===== config.mk =====
export PLATFORM = sky130hd
export DESIGN_NAME = stream_chunk_deframer_unit
export DESIGN_NICKNAME = d
export VERILOG_FILES = /design/src/rtl/scd_pkg.sv /design/src/rtl/scd_core.sv /design/src/rtl/scd_outq.sv /design/src/rtl/stream_chunk_deframer_unit.sv
export SDC_FILE = /design/constraint.sdc
export NUM_CORES = 2
export LEC_CHECK = 0
export BUFFER_PORTS_ARGS = -buffer_cell sky130_fd_sc_hd__clkbuf_2
export CORE_AREA = 2 2 293 295
export DETAILED_ROUTE_END_ITERATION = 6
export DIE_AREA = 0 0 295 297
export PLACE_DENSITY = 0.59
export SKIP_CTS_REPAIR_TIMING = 1
export SLEW_MARGIN = 10
export SYNTH_ARGS = -nofsm -noshare
export SYNTH_HDL_FRONTEND = slang
export SYNTH_SLANG_ARGS = --single-unit

===== constraint.sdc =====
create_clock -name clk -period 13.7 [get_ports clk]
set_clock_uncertainty 0.2 [all_clocks]
set_input_delay 2.74 -clock clk [delete_from_list [all_inputs] [get_ports clk]]
set_output_delay 2.74 -clock clk [all_outputs]
set_load 0.02 [all_outputs]

===== src/rtl/scd_pkg.sv =====
`timescale 1ns / 1ps
// ----------------------------------------------------------------------------
// scd_pkg
// Shared types and constants for the stream chunk deframer.
// ----------------------------------------------------------------------------
package scd_pkg;

  localparam int unsigned PREAMBLE_BYTES = 8;
  localparam int unsigned MAX_RESULTS    = 10;
  localparam int unsigned OQ_DEPTH       = 16;

  localparam logic [2:0] ST_DATA     = 3'd0;
  localparam logic [2:0] ST_BOUNDARY = 3'd1;
  localparam logic [2:0] ST_OFFSET   = 3'd2;
  localparam logic [2:0] ST_SRV_MSG  = 3'd3;
  localparam logic [2:0] ST_SRV_ERR  = 3'd4;
  localparam logic [2:0] ST_SHORT    = 3'd5;

  localparam logic [7:0] BOUNDARY_CH = 8'h5a;
  localparam logic [7:0] SKIP_CH     = 8'h62;
  localparam logic [7:0] MSG_CH      = 8'h58;
  localparam logic [7:0] ERR_CH      = 8'h46;
  localparam logic [7:0] FIRST_MASK  = 8'hfe;
  localparam logic [7:0] PERIOD_RST  = 8'd43;

  localparam logic [2:0] REG_PERIOD  = 3'd0;

  typedef struct packed {
    logic [7:0] data;
    logic       last;
    logic       stream;
    logic [2:0] status;
    logic       ka;
  } res_t;

endpackage


===== src/rtl/scd_core.sv =====
`timescale 1ns / 1ps
// ----------------------------------------------------------------------------
// scd_core
// Per-byte deframing step: window, body tracking, stream choice and result
// generation (up to ten results per request).
// ----------------------------------------------------------------------------
module scd_core (
  input  logic                clk,
  input  logic                rst_n,
  input  logic                step,
  input  logic [7:0]          in_byte,
  input  logic [7:0]          period,
  output logic [3:0]          res_n,
  output scd_pkg::res_t       res [scd_pkg::MAX_RESULTS]
);

  typedef enum logic [1:0] {PH_PRE, PH_SKIP, PH_SLIDE, PH_BODY} phase_t;

  phase_t      phase_r, phase_nxt;
  logic [7:0]  window_r [8];
  logic [7:0]  window_nxt [8];
  logic [3:0]  fill_r, fill_nxt;
  logic        skipped_r, skipped_nxt;
  logic [15:0] skip_r, skip_nxt;
  logic [15:0] flen_r, flen_nxt;
  logic [15:0] bpos_r, bpos_nxt;
  logic [7:0]  held_r [5];
  logic [7:0]  held_nxt [5];
  logic [15:0] eseq_r [4];
  logic [15:0] eseq_nxt [4];
  logic [31:0] lts_r [2];
  logic [31:0] lts_nxt [2];
  logic [7:0]  pphase_r, pphase_nxt;

  logic [8:0]  eff;
  logic        ka_now;

  assign eff    = (period == 8'd0) ? 9'd256 : {1'b0, period};
  assign ka_now = ({1'b0, pphase_r} == (eff - 9'd1));

  always_comb begin
    logic        do_check, do_report, do_end, do_burst, st, fin;
    logic [2:0]  rep_st;
    logic [15:0] size, f1, f2, s0, s1;
    logic [31:0] ts;
    logic [7:0]  bv;
    logic [2:0]  hidx;

    phase_nxt   = phase_r;
    window_nxt  = window_r;
    fill_nxt    = fill_r;
    skipped_nxt = skipped_r;
    skip_nxt    = skip_r;
    flen_nxt    = flen_r;
    bpos_nxt    = bpos_r;
    held_nxt    = held_r;
    eseq_nxt    = eseq_r;
    lts_nxt     = lts_r;
    pphase_nxt  = pphase_r;
    res_n       = 4'd0;
    for (int i = 0; i < scd_pkg::MAX_RESULTS; i++) res[i] = '0;
    do_check  = 1'b0;
    do_report = 1'b0;
    do_end    = 1'b0;
    do_burst  = 1'b0;
    rep_st    = scd_pkg::ST_DATA;
    st        = 1'b0;
    fin       = 1'b0;
    size      = {window_r[1], window_r[2]};
    f1        = '0;
    f2        = '0;
    s0        = '0;
    s1        = '0;
    ts        = '0;
    bv        = in_byte;
    hidx      = 3'd0;

    if (step) begin
      unique case (phase_r)
        PH_PRE: begin
          window_nxt[fill_r[2:0]] = in_byte;
          fill_nxt = fill_r + 4'd1;
          if (fill_r == 4'(scd_pkg::PREAMBLE_BYTES - 1)) begin
            fill_nxt    = 4'd0;
            skipped_nxt = 1'b1;
            if (!(!skipped_r && window_nxt[0] == scd_pkg::SKIP_CH)) begin
              size = {window_nxt[1], window_nxt[2]};
              if (window_nxt[0] == scd_pkg::MSG_CH) begin
                if (size <= 16'd5) begin
                  do_report = 1'b1;
                  rep_st    = scd_pkg::ST_SRV_MSG;
                end else begin
                  skip_nxt  = size - 16'd5;
                  phase_nxt = PH_SKIP;
                end
              end else if (window_nxt[0] == scd_pkg::ERR_CH) begin
                do_report = 1'b1;
                rep_st    = scd_pkg::ST_SRV_ERR;
              end else if (window_nxt[0] == scd_pkg::BOUNDARY_CH) begin
                do_check = 1'b1;
              end else begin
                phase_nxt = PH_SLIDE;
              end
            end
          end
        end
        PH_SKIP: begin
          skip_nxt = skip_r - 16'd1;
          if (skip_nxt == 16'd0) begin
            do_report = 1'b1;
            rep_st    = scd_pkg::ST_SRV_MSG;
          end
        end
        PH_SLIDE: begin
          for (int i = 0; i < 7; i++) window_nxt[i] = window_r[i+1];
          window_nxt[7] = in_byte;
          if (window_nxt[0] == scd_pkg::BOUNDARY_CH) do_check = 1'b1;
        end
        PH_BODY: begin
          if (bpos_r < 16'd10) begin
            hidx = 3'(bpos_r - 16'd5);
            held_nxt[hidx] = in_byte;
            bpos_nxt = bpos_r + 16'd1;
            if (bpos_nxt == 16'd10) do_burst = 1'b1;
          end else begin
            bv  = (bpos_r == 16'd10) ? (in_byte & scd_pkg::FIRST_MASK) : in_byte;
            fin = ({1'b0, bpos_r} + 17'd1) >= {1'b0, flen_r};
            res[0] = '{data: bv, last: fin, stream: held_r[0][0],
                       status: scd_pkg::ST_DATA, ka: 1'b0};
            res_n    = 4'd1;
            bpos_nxt = bpos_r + 16'd1;
            if (fin) do_end = 1'b1;
          end
        end
        default: ;
      endcase

      if (do_check) begin
        f1 = {window_nxt[1], window_nxt[2]};
        f2 = {window_nxt[3], window_nxt[4]};
        if (window_nxt[7] != scd_pkg::BOUNDARY_CH) begin
          do_report = 1'b1;
          rep_st    = scd_pkg::ST_BOUNDARY;
        end else if (f1 != f2) begin
          do_report = 1'b1;
          rep_st    = scd_pkg::ST_OFFSET;
        end else if (f1 < 16'd10) begin
          do_report = 1'b1;
          rep_st    = scd_pkg::ST_SHORT;
        end else begin
          flen_nxt  = f1;
          bpos_nxt  = 16'd5;
          phase_nxt = PH_BODY;
        end
      end

      if (do_report) begin
        res[0] = '{data: 8'd0, last: 1'b1, stream: 1'b0, status: rep_st, ka: ka_now};
        res_n  = 4'd1;
        do_end = 1'b1;
      end

      if (do_burst) begin
        s0 = {window_r[5], window_r[6]};
        s1 = {8'd0, held_nxt[0]};
        ts = {held_nxt[1], held_nxt[2], held_nxt[3], held_nxt[4]};
        if ((s0 == eseq_r[0]) != (s0 == eseq_r[2])) begin
          if (s0 == eseq_r[0]) begin
            eseq_nxt[0] = eseq_r[0] + 16'd1;
            eseq_nxt[1] = s1 + 16'd1;
            st = 1'b0;
          end else begin
            eseq_nxt[2] = eseq_r[2] + 16'd1;
            eseq_nxt[3] = s1 + 16'd1;
            st = 1'b1;
          end
        end else if (s1 == eseq_r[1] && s1 != eseq_r[3]) begin
          eseq_nxt[0] = s0 + 16'd1;
          eseq_nxt[1] = eseq_r[1] + 16'd1;
          st = 1'b0;
        end else if (s1 == eseq_r[3] && s1 != eseq_r[1]) begin
          eseq_nxt[2] = s0 + 16'd1;
          eseq_nxt[3] = eseq_r[3] + 16'd1;
          st = 1'b1;
        end else if (ts < lts_r[1]) begin
          st = 1'b0;
        end else if (ts < lts_r[0]) begin
          st = 1'b1;
        end else begin
          eseq_nxt[0] = s0 + 16'd1;
          eseq_nxt[1] = s1 + 16'd1;
          st = 1'b0;
        end
        fin = (flen_r == 16'd10);
        lts_nxt[st] = ts;
        for (int k = 0; k < scd_pkg::MAX_RESULTS; k++) begin
          res[k] = '{data: 8'd0, last: 1'b0, stream: st,
                     status: scd_pkg::ST_DATA, ka: 1'b0};
        end
        res[0].ka   = ka_now;
        res[2].data = flen_r[15:8];
        res[3].data = flen_r[7:0];
        res[5].data = {7'd0, st};
        res[6].data = held_nxt[1];
        res[7].data = held_nxt[2];
        res[8].data = held_nxt[3];
        res[9].data = held_nxt[4];
        res[9].last = fin;
        res_n       = 4'd10;
        held_nxt[0] = {7'd0, st};
        if (({1'b0, pphase_r} + 9'd1) >= eff) pphase_nxt = 8'd0;
        else pphase_nxt = pphase_r + 8'd1;
        if (fin) do_end = 1'b1;
      end

      if (do_end) begin
        phase_nxt   = PH_PRE;
        fill_nxt    = 4'd0;
        skipped_nxt = 1'b0;
      end
    end
  end

  always_ff @(posedge clk) begin
    if (!rst_n) begin
      phase_r   <= PH_PRE;
      fill_r    <= '0;
      skipped_r <= 1'b0;
      skip_r    <= '0;
      flen_r    <= '0;
      bpos_r    <= '0;
      pphase_r  <= '0;
      for (int i = 0; i < 8; i++) window_r[i] <= '0;
      for (int i = 0; i < 4; i++) eseq_r[i] <= '0;
      for (int i = 0; i < 2; i++) lts_r[i] <= '0;
    end else begin
      phase_r   <= phase_nxt;
      fill_r    <= fill_nxt;
      skipped_r <= skipped_nxt;
      skip_r    <= skip_nxt;
      flen_r    <= flen_nxt;
      bpos_r    <= bpos_nxt;
      pphase_r  <= pphase_nxt;
      window_r  <= window_nxt;
      eseq_r    <= eseq_nxt;
      lts_r     <= lts_nxt;
    end
  end

  always_ff @(posedge clk) begin
    held_r <= held_nxt;
  end

endmodule


===== src/rtl/scd_outq.sv =====
`timescale 1ns / 1ps
// ----------------------------------------------------------------------------
// scd_outq
// Result queue: takes up to ten results per cycle, hands out one per request.
// ----------------------------------------------------------------------------
module scd_outq (
  input  logic                clk,
  input  logic                rst_n,
  input  logic [3:0]          push_n,
  input  scd_pkg::res_t       push_d [scd_pkg::MAX_RESULTS],
  input  logic                pop,
  output logic                not_empty,
  output logic                nearly_full,
  output scd_pkg::res_t       head
);

  localparam int unsigned AW = $clog2(scd_pkg::OQ_DEPTH);

  scd_pkg::res_t  mem_r [scd_pkg::OQ_DEPTH];
  logic [AW-1:0]  wptr_r, wptr_nxt;
  logic [AW-1:0]  rptr_r, rptr_nxt;
  logic [AW:0]    count_r, count_nxt;

  assign not_empty   = (count_r != '0);
  assign nearly_full = (count_r > (AW+1)'(scd_pkg::OQ_DEPTH - scd_pkg::MAX_RESULTS));
  assign head        = mem_r[rptr_r];

  assign wptr_nxt  = wptr_r + AW'(push_n);
  assign rptr_nxt  = rptr_r + AW'(pop);
  assign count_nxt = count_r + (AW+1)'(push_n) - (AW+1)'(pop);

  always_ff @(posedge clk) begin
    for (int i = 0; i < scd_pkg::OQ_DEPTH; i++) begin
      logic [AW-1:0] off;
      off = AW'(i) - wptr_r;
      if ({1'b0, off} < (AW+1)'(push_n)) mem_r[i] <= push_d[off];
    end
  end

  always_ff @(posedge clk) begin
    if (!rst_n) begin
      wptr_r  <= '0;
      rptr_r  <= '0;
      count_r <= '0;
    end else begin
      wptr_r  <= wptr_nxt;
      rptr_r  <= rptr_nxt;
      count_r <= count_nxt;
    end
  end

endmodule


===== src/rtl/stream_chunk_deframer_unit.sv =====
`timescale 1ns / 1ps
// ----------------------------------------------------------------------------
// stream_chunk_deframer_unit
// Rebuilds data packets from a received chunk byte stream.
//
// Input channel (in_valid/in_stall/in_byte) takes one received byte per
// request. Result channel (out_*) gives one packet byte or status report per
// request. Each byte is processed in the cycle it is taken; its results enter
// a 16-entry result queue and appear on out_* once earlier results are taken.
// Throughput: one byte per cycle while in_stall is low. A frame header
// completion produces a burst of ten results; in_stall rises while the queue
// has fewer than ten free entries, so a whole burst always fits.
// Keepalive period lies at APB address 0 (reset 43); write only while idle.
// Reset (rst_n low, synchronous) empties the queue, clears sequence and
// timestamp tracking and starts a fresh preamble. A stalled receiver holds
// the head result; bytes keep being taken until the queue is nearly full.
// ----------------------------------------------------------------------------
module stream_chunk_deframer_unit (
  input  logic        clk,
  input  logic        rst_n,
  input  logic        in_valid,
  output logic        in_stall,
  input  logic [7:0]  in_byte,
  output logic        out_valid,
  input  logic        out_stall,
  output logic [7:0]  out_byte,
  output logic        out_last,
  output logic        out_stream_number,
  output logic [2:0]  out_status,
  output logic        out_keepalive_request,
  input  logic        psel,
  input  logic        penable,
  input  logic        pwrite,
  input  logic [2:0]  paddr,
  input  logic [31:0] pwdata,
  output logic [31:0] prdata,
  output logic        pready
);

  logic [7:0]     period_r;
  logic           step;
  logic [3:0]     res_n;
  scd_pkg::res_t  res [scd_pkg::MAX_RESULTS];
  scd_pkg::res_t  head;
  logic           nearly_full;

  assign pready = 1'b1;
  assign prdata = (paddr == scd_pkg::REG_PERIOD) ? {24'd0, period_r} : 32'd0;

  always_ff @(posedge clk) begin
    if (!rst_n) begin
      period_r <= scd_pkg::PERIOD_RST;
    end else if (psel && penable && pwrite && paddr[2] == scd_pkg::REG_PERIOD[2]) begin
      period_r <= pwdata[7:0];
    end
  end

  assign in_stall = nearly_full;
  assign step     = in_valid && !nearly_full;

  scd_core u_core (
    .clk     (clk),
    .rst_n   (rst_n),
    .step    (step),
    .in_byte (in_byte),
    .period  (period_r),
    .res_n   (res_n),
    .res     (res)
  );

  scd_outq u_outq (
    .clk         (clk),
    .rst_n       (rst_n),
    .push_n      (res_n),
    .push_d      (res),
    .pop         (out_valid && !out_stall),
    .not_empty   (out_valid),
    .nearly_full (nearly_full),
    .head        (head)
  );

  assign out_byte              = head.data;
  assign out_last              = head.last;
  assign out_stream_number     = head.stream;
  assign out_status            = head.status;
  assign out_keepalive_request = head.ka;

endmodule


==> results.sh <==
export IMPL_final_hold_violation_count=0
export IMPL_min_delay_start="u_core.eseq_r[47]$_SDFFE_PN0P_"
export IMPL_num_io_pins=99
export IMPL_hold_class="reg -> reg"
export IMPL_crit_reg2reg_capture="u_core.lts_r[27]$_SDFFE_PN0P_"
export IMPL_largest_net_degree_at_the_start_of_global_routing=77
export IMPL_share_seq_of_total_power_pct=39.4
export IMPL_final_setup_tns_ns=0
export IMPL_start_util_pct=41.75
export IMPL_synth_seq_cells=540
export IMPL_arrival_time_at_the_worst_endpoint_ns=7.72
export IMPL_status="finished, final reports clean"
export IMPL_vdd_drop_max_uv=97.01
export IMPL_p_leak_nw=13.53
export IMPL_cts_tree="built"
export IMPL_wl_per_cell_microns=23.18
export IMPL_synthDominantCellAreaShare_pct=22.48
export IMPL_routed_wl_microns=116300
export IMPL_yosysWarnings=0
export IMPL_fin_nets=4017
export IMPL_comb_power_share_pct=22.1
export IMPL_dp_final_hpwl_microns=78870
export IMPL_detailedPlace_worstSlack_ns=5.656
export IMPL_htree_depth=3
export IMPL_timing_setup_critical_path_class="in -> reg"
export IMPL_drt_first_iter_violations=3138
export IMPL_number_of_iterations_in_the_first_detailed_routing_pass=6
export IMPL_diodes=0
export IMPL_synth_top_cells_by_area="sky130_fd_sc_hd__edfxtp_1, sky130_fd_sc_hd__dfxtp_1, sky130_fd_sc_hd__ha_1"
export IMPL_power_switching_mw=1.416
export IMPL_reg2reg_from="u_core.bpos_r[0]$_SDFFE_PN0P_"
export IMPL_crit_path_end_kind="flip-flop"
export IMPL_internal_power_mw=3.167
export IMPL_synth_ff_type="sky130_fd_sc_hd__dfxtp_1"
export IMPL_grt_pass1_vias=28500
export IMPL_synthesis_area_per_instance_sq_um=8.984
export IMPL_numCtsBuffers=66
export IMPL_yosysTopAreaCell="sky130_fd_sc_hd__edfxtp_1"
export IMPL_finalSetupViolations=0
export IMPL_synth_cell_types=111
export IMPL_rrSetupSlack_ns=6.59
export IMPL_place_congestion=0.9206
export IMPL_timing_critical_path_fanout_max=25
export IMPL_period_minus_slack_ns=7.600
export IMPL_maxSlewViolCount=0
export IMPL_syn_cell_area_sq_um=35270
export IMPL_setup_repair_after_global_routing_missed_its_margin="false"
export IMPL_final_antenna_net_count=0
export IMPL_whs_endpoint="u_core.eseq_r[47]$_SDFFE_PN0P_"
export IMPL_worstPathRequired_ns=13.82
export IMPL_fillcell_total=8190
export IMPL_max_cap_viol_count=0
export IMPL_layout_area_overhead_vs_synth_pct=9.230
export IMPL_ff_latch_area_sq_um=13470
export IMPL_worst_slew_pin_transition_ns=1.339
export IMPL_maxClockFrequency_mhz=131.6
export IMPL_core_region_area_sq_um=84480
export IMPL_timing_final_crit_share_pct=55.47
export IMPL_die_height_microns=297
export IMPL_chipWidth_microns=295
export IMPL_seq_area_frac_synth_pct=38.14
export IMPL_crit_start="in_byte[2]"
export IMPL_clock_latency_at_the_later_pin_of_the_worst_skew_pair_ns=0.62
export IMPL_worstSetupStartpointType="input pin"
export IMPL_power_density_nw_per_um2=119.0
export IMPL_area_of_the_multi_input_gates_sq_um=19910
export IMPL_grt_ovfl_total=0
export IMPL_synth_async_reset_ratio_pct=0
export IMPL_cts_root_buffer="sky130_fd_sc_hd__clkbuf_16"
export IMPL_grt_overall_usage_pct=26.23
export IMPL_number_of_antenna_violations_at_the_first_check_in_global_routing=1
export IMPL_max_slew_margin_rel_pct=10.72
export IMPL_worst_r2r_path_cells=18
export IMPL_port_buffer_count=49
export IMPL_clock_sinks=540
export IMPL_power_switching_fraction_pct=30.90
export IMPL_cts_reportedPaths_clkPinSlew_ns=0.06
export IMPL_hold_path_depth=1
export IMPL_global_route_wire_length_before_repair_microns=176900
export IMPL_drt_vias_per_instance=6.026
export IMPL_drive_gt1_share_pct=12.52
export IMPL_edff_count_synth=264
export IMPL_final_critical_path_setup_slack_ns=6.100
export IMPL_row_count=107
export IMPL_remaining_drc_errors=0
export IMPL_via_count=30240
export IMPL_die_area_sq_um=87620
export IMPL_power_share_clock_pct=38.5
export IMPL_postSynthCellCount=3926
export IMPL_clock_path_buffers=3
synth_stat cells, drive strengths merged (35+ instances only):
| cell type | instances |
|---|---|
| xnor2 | 86 |
| nand2 | 317 |
| ha | 141 |
| and2 | 52 |
| inv | 173 |
| xor2 | 79 |
| nor4 | 54 |
| nand4 | 51 |
| clkbuf | 223 |
| mux4 | 70 |
| o22ai | 65 |
| edfxtp | 264 |
| nor3 | 75 |
| nand3 | 121 |
| a21o | 35 |
| nor2 | 465 |
| o21ai | 213 |
| a21oi | 268 |
| dfxtp | 276 |
| buf | 109 |
| a31oi | 55 |
| a211oi | 78 |
| mux2i | 119 |
| o31ai | 43 |
| and3 | 58 |
metal layers:
| layer | part of all wire (%) | global-route usage [%] |
|---|---|---|
| met5 | 0.011 | 0 |
| met4 | 3.6 | 9.062 |
| met3 | 8.4 | 4.423 |
| met2 | 45 | 41.30 |
| met1 | 43 | 36.30 |
cells in the final DEF (no fill, tap or decap), types with 23 or more instances in the layout:
master	count
sky130_fd_sc_hd__o21a_1	23
sky130_fd_sc_hd__dfxtp_1	268
sky130_fd_sc_hd__nand2_1	316
sky130_fd_sc_hd__o31ai_1	42
sky130_fd_sc_hd__buf_4	87
sky130_fd_sc_hd__nand4_1	48
sky130_fd_sc_hd__inv_1	167
sky130_fd_sc_hd__xnor2_1	81
sky130_fd_sc_hd__edfxtp_1	264
sky130_fd_sc_hd__a21oi_1	252
sky130_fd_sc_hd__o211ai_1	31
sky130_fd_sc_hd__o21ai_0	191
sky130_fd_sc_hd__and2_1	48
sky130_fd_sc_hd__o22ai_1	65
sky130_fd_sc_hd__clkbuf_16	68
sky130_fd_sc_hd__or3_1	26
sky130_fd_sc_hd__and3_1	58
sky130_fd_sc_hd__mux4_2	70
sky130_fd_sc_hd__a211oi_1	46
sky130_fd_sc_hd__nor3_1	65
sky130_fd_sc_hd__clkbuf_2	48
sky130_fd_sc_hd__conb_1	25
sky130_fd_sc_hd__mux2i_1	118
sky130_fd_sc_hd__a211oi_2	32
sky130_fd_sc_hd__a22oi_1	29
sky130_fd_sc_hd__nand3_1	119
sky130_fd_sc_hd__nor2_1	461
sky130_fd_sc_hd__o2bb2ai_1	25
sky130_fd_sc_hd__nor4_1	47
sky130_fd_sc_hd__xor2_1	77
sky130_fd_sc_hd__ha_1	140
sky130_fd_sc_hd__a21o_1	35
sky130_fd_sc_hd__a31oi_1	52
per-stage QoR:
step	instances	hold slack [ns]	instance area (sq um)	power [mW]	utilization [%]
floorplan	3949	0.2302	35360	2.568	-
global placement	4897	0.2383	36380	2.834	43.06
detailed placement	4897	0.2465	36380	2.839	43.06
CTS	5018	0.2598	38530	4.601	45.61
global route	5018	0.2709	38530	4.761	45.61
finish	5018	0.2573	38530	4.583	45.61
power groups by stage:
stage | registers, mW | logic, mW | clock network (mW)
3_5_place_dp | 1.84 | 1.00 | 0
5_1_grt | 1.81 | 1.10 | 1.85
6_report | 1.81 | 1.01 | 1.76
3_3_place_gp | 1.84 | 0.997 | 0
4_1_cts | 1.80 | 1.01 | 1.79
2_1_floorplan | 1.79 | 0.775 | 0
cells by family after synthesis:
kind of cell / Yosys count / share of synthesized area, %
AND/OR/NAND/NOR: 1354 / 18.98
AO/OA/AOI/OAI: 999 / 18.75
flip-flops: 540 / 38.14
buffers and inverters: 509 / 6.140
multiplexers: 211 / 8.560
XOR/XNOR: 165 / 4.119
adder cells (fa/ha/maj): 146 / 5.286
other: 2 / 0.02129
worst max-delay path, cell delays in order:
cell	delay, ns
sky130_fd_sc_hd__clkbuf_2	0.53
sky130_fd_sc_hd__nor2_1	0.57
sky130_fd_sc_hd__a2bb2oi_1	0.25
sky130_fd_sc_hd__o22ai_1	0.54
sky130_fd_sc_hd__a21boi_1	0.13
sky130_fd_sc_hd__nand4b_1	0.32
sky130_fd_sc_hd__and2_1	0.28
sky130_fd_sc_hd__a41oi_4	0.33
sky130_fd_sc_hd__o21a_1	0.30
sky130_fd_sc_hd__ha_1	0.28
sky130_fd_sc_hd__fa_1	0.28
sky130_fd_sc_hd__o31ai_1	0.11
sky130_fd_sc_hd__a21oi_2	0.70
sky130_fd_sc_hd__buf_4	0.35
layout make-up:
type | instances | area share, %
Timing Repair Buffer | 136 | 2.332
Sequential cell | 540 | 34.96
Multi-Input combinational cell | 2900 | 51.68
Clock buffer | 94 | 4.930
Inverter | 177 | 1.737
Clock inverter | 27 | 0.6463
Tap cell | 1144 | 3.715
state kept, by name, indices dropped and copies added (netlist names), 2 cells and up:
register / flops
period_r: 8
u_core.held_r: 40
u_outq.rptr_r: 4
u_outq.wptr_r: 4
u_core.lts_r: 64
u_core.eseq_r: 64
u_core.window_r: 64
u_core.fill_r: 4
u_outq.mem_r: 224
u_core.bpos_r: 16
u_core.flen_r: 16
u_core.skip_r: 16
u_core.pphase_r: 8
u_core.phase_r: 2
u_outq.count_r: 5
worst max-delay path by stage:
stage	to	slack [ns]	cells after the start
detailed placement	u_outq.mem_r[11][5]$_DFFE_PN_	5.66	14
global placement	u_outq.mem_r[9][5]$_DFFE_PN_	5.66	14
finish	u_outq.mem_r[11][2]$_DFFE_PN_	6.10	14
floorplan	u_outq.mem_r[11][0]$_DFFE_PN_	6.89	14
CTS	u_outq.mem_r[11][1]$_DFFE_PN_	6.29	14
global route	u_outq.mem_r[11][0]$_DFFE_PN_	6.08	14
Note: power is estimated with default switching activity, not from simulation.
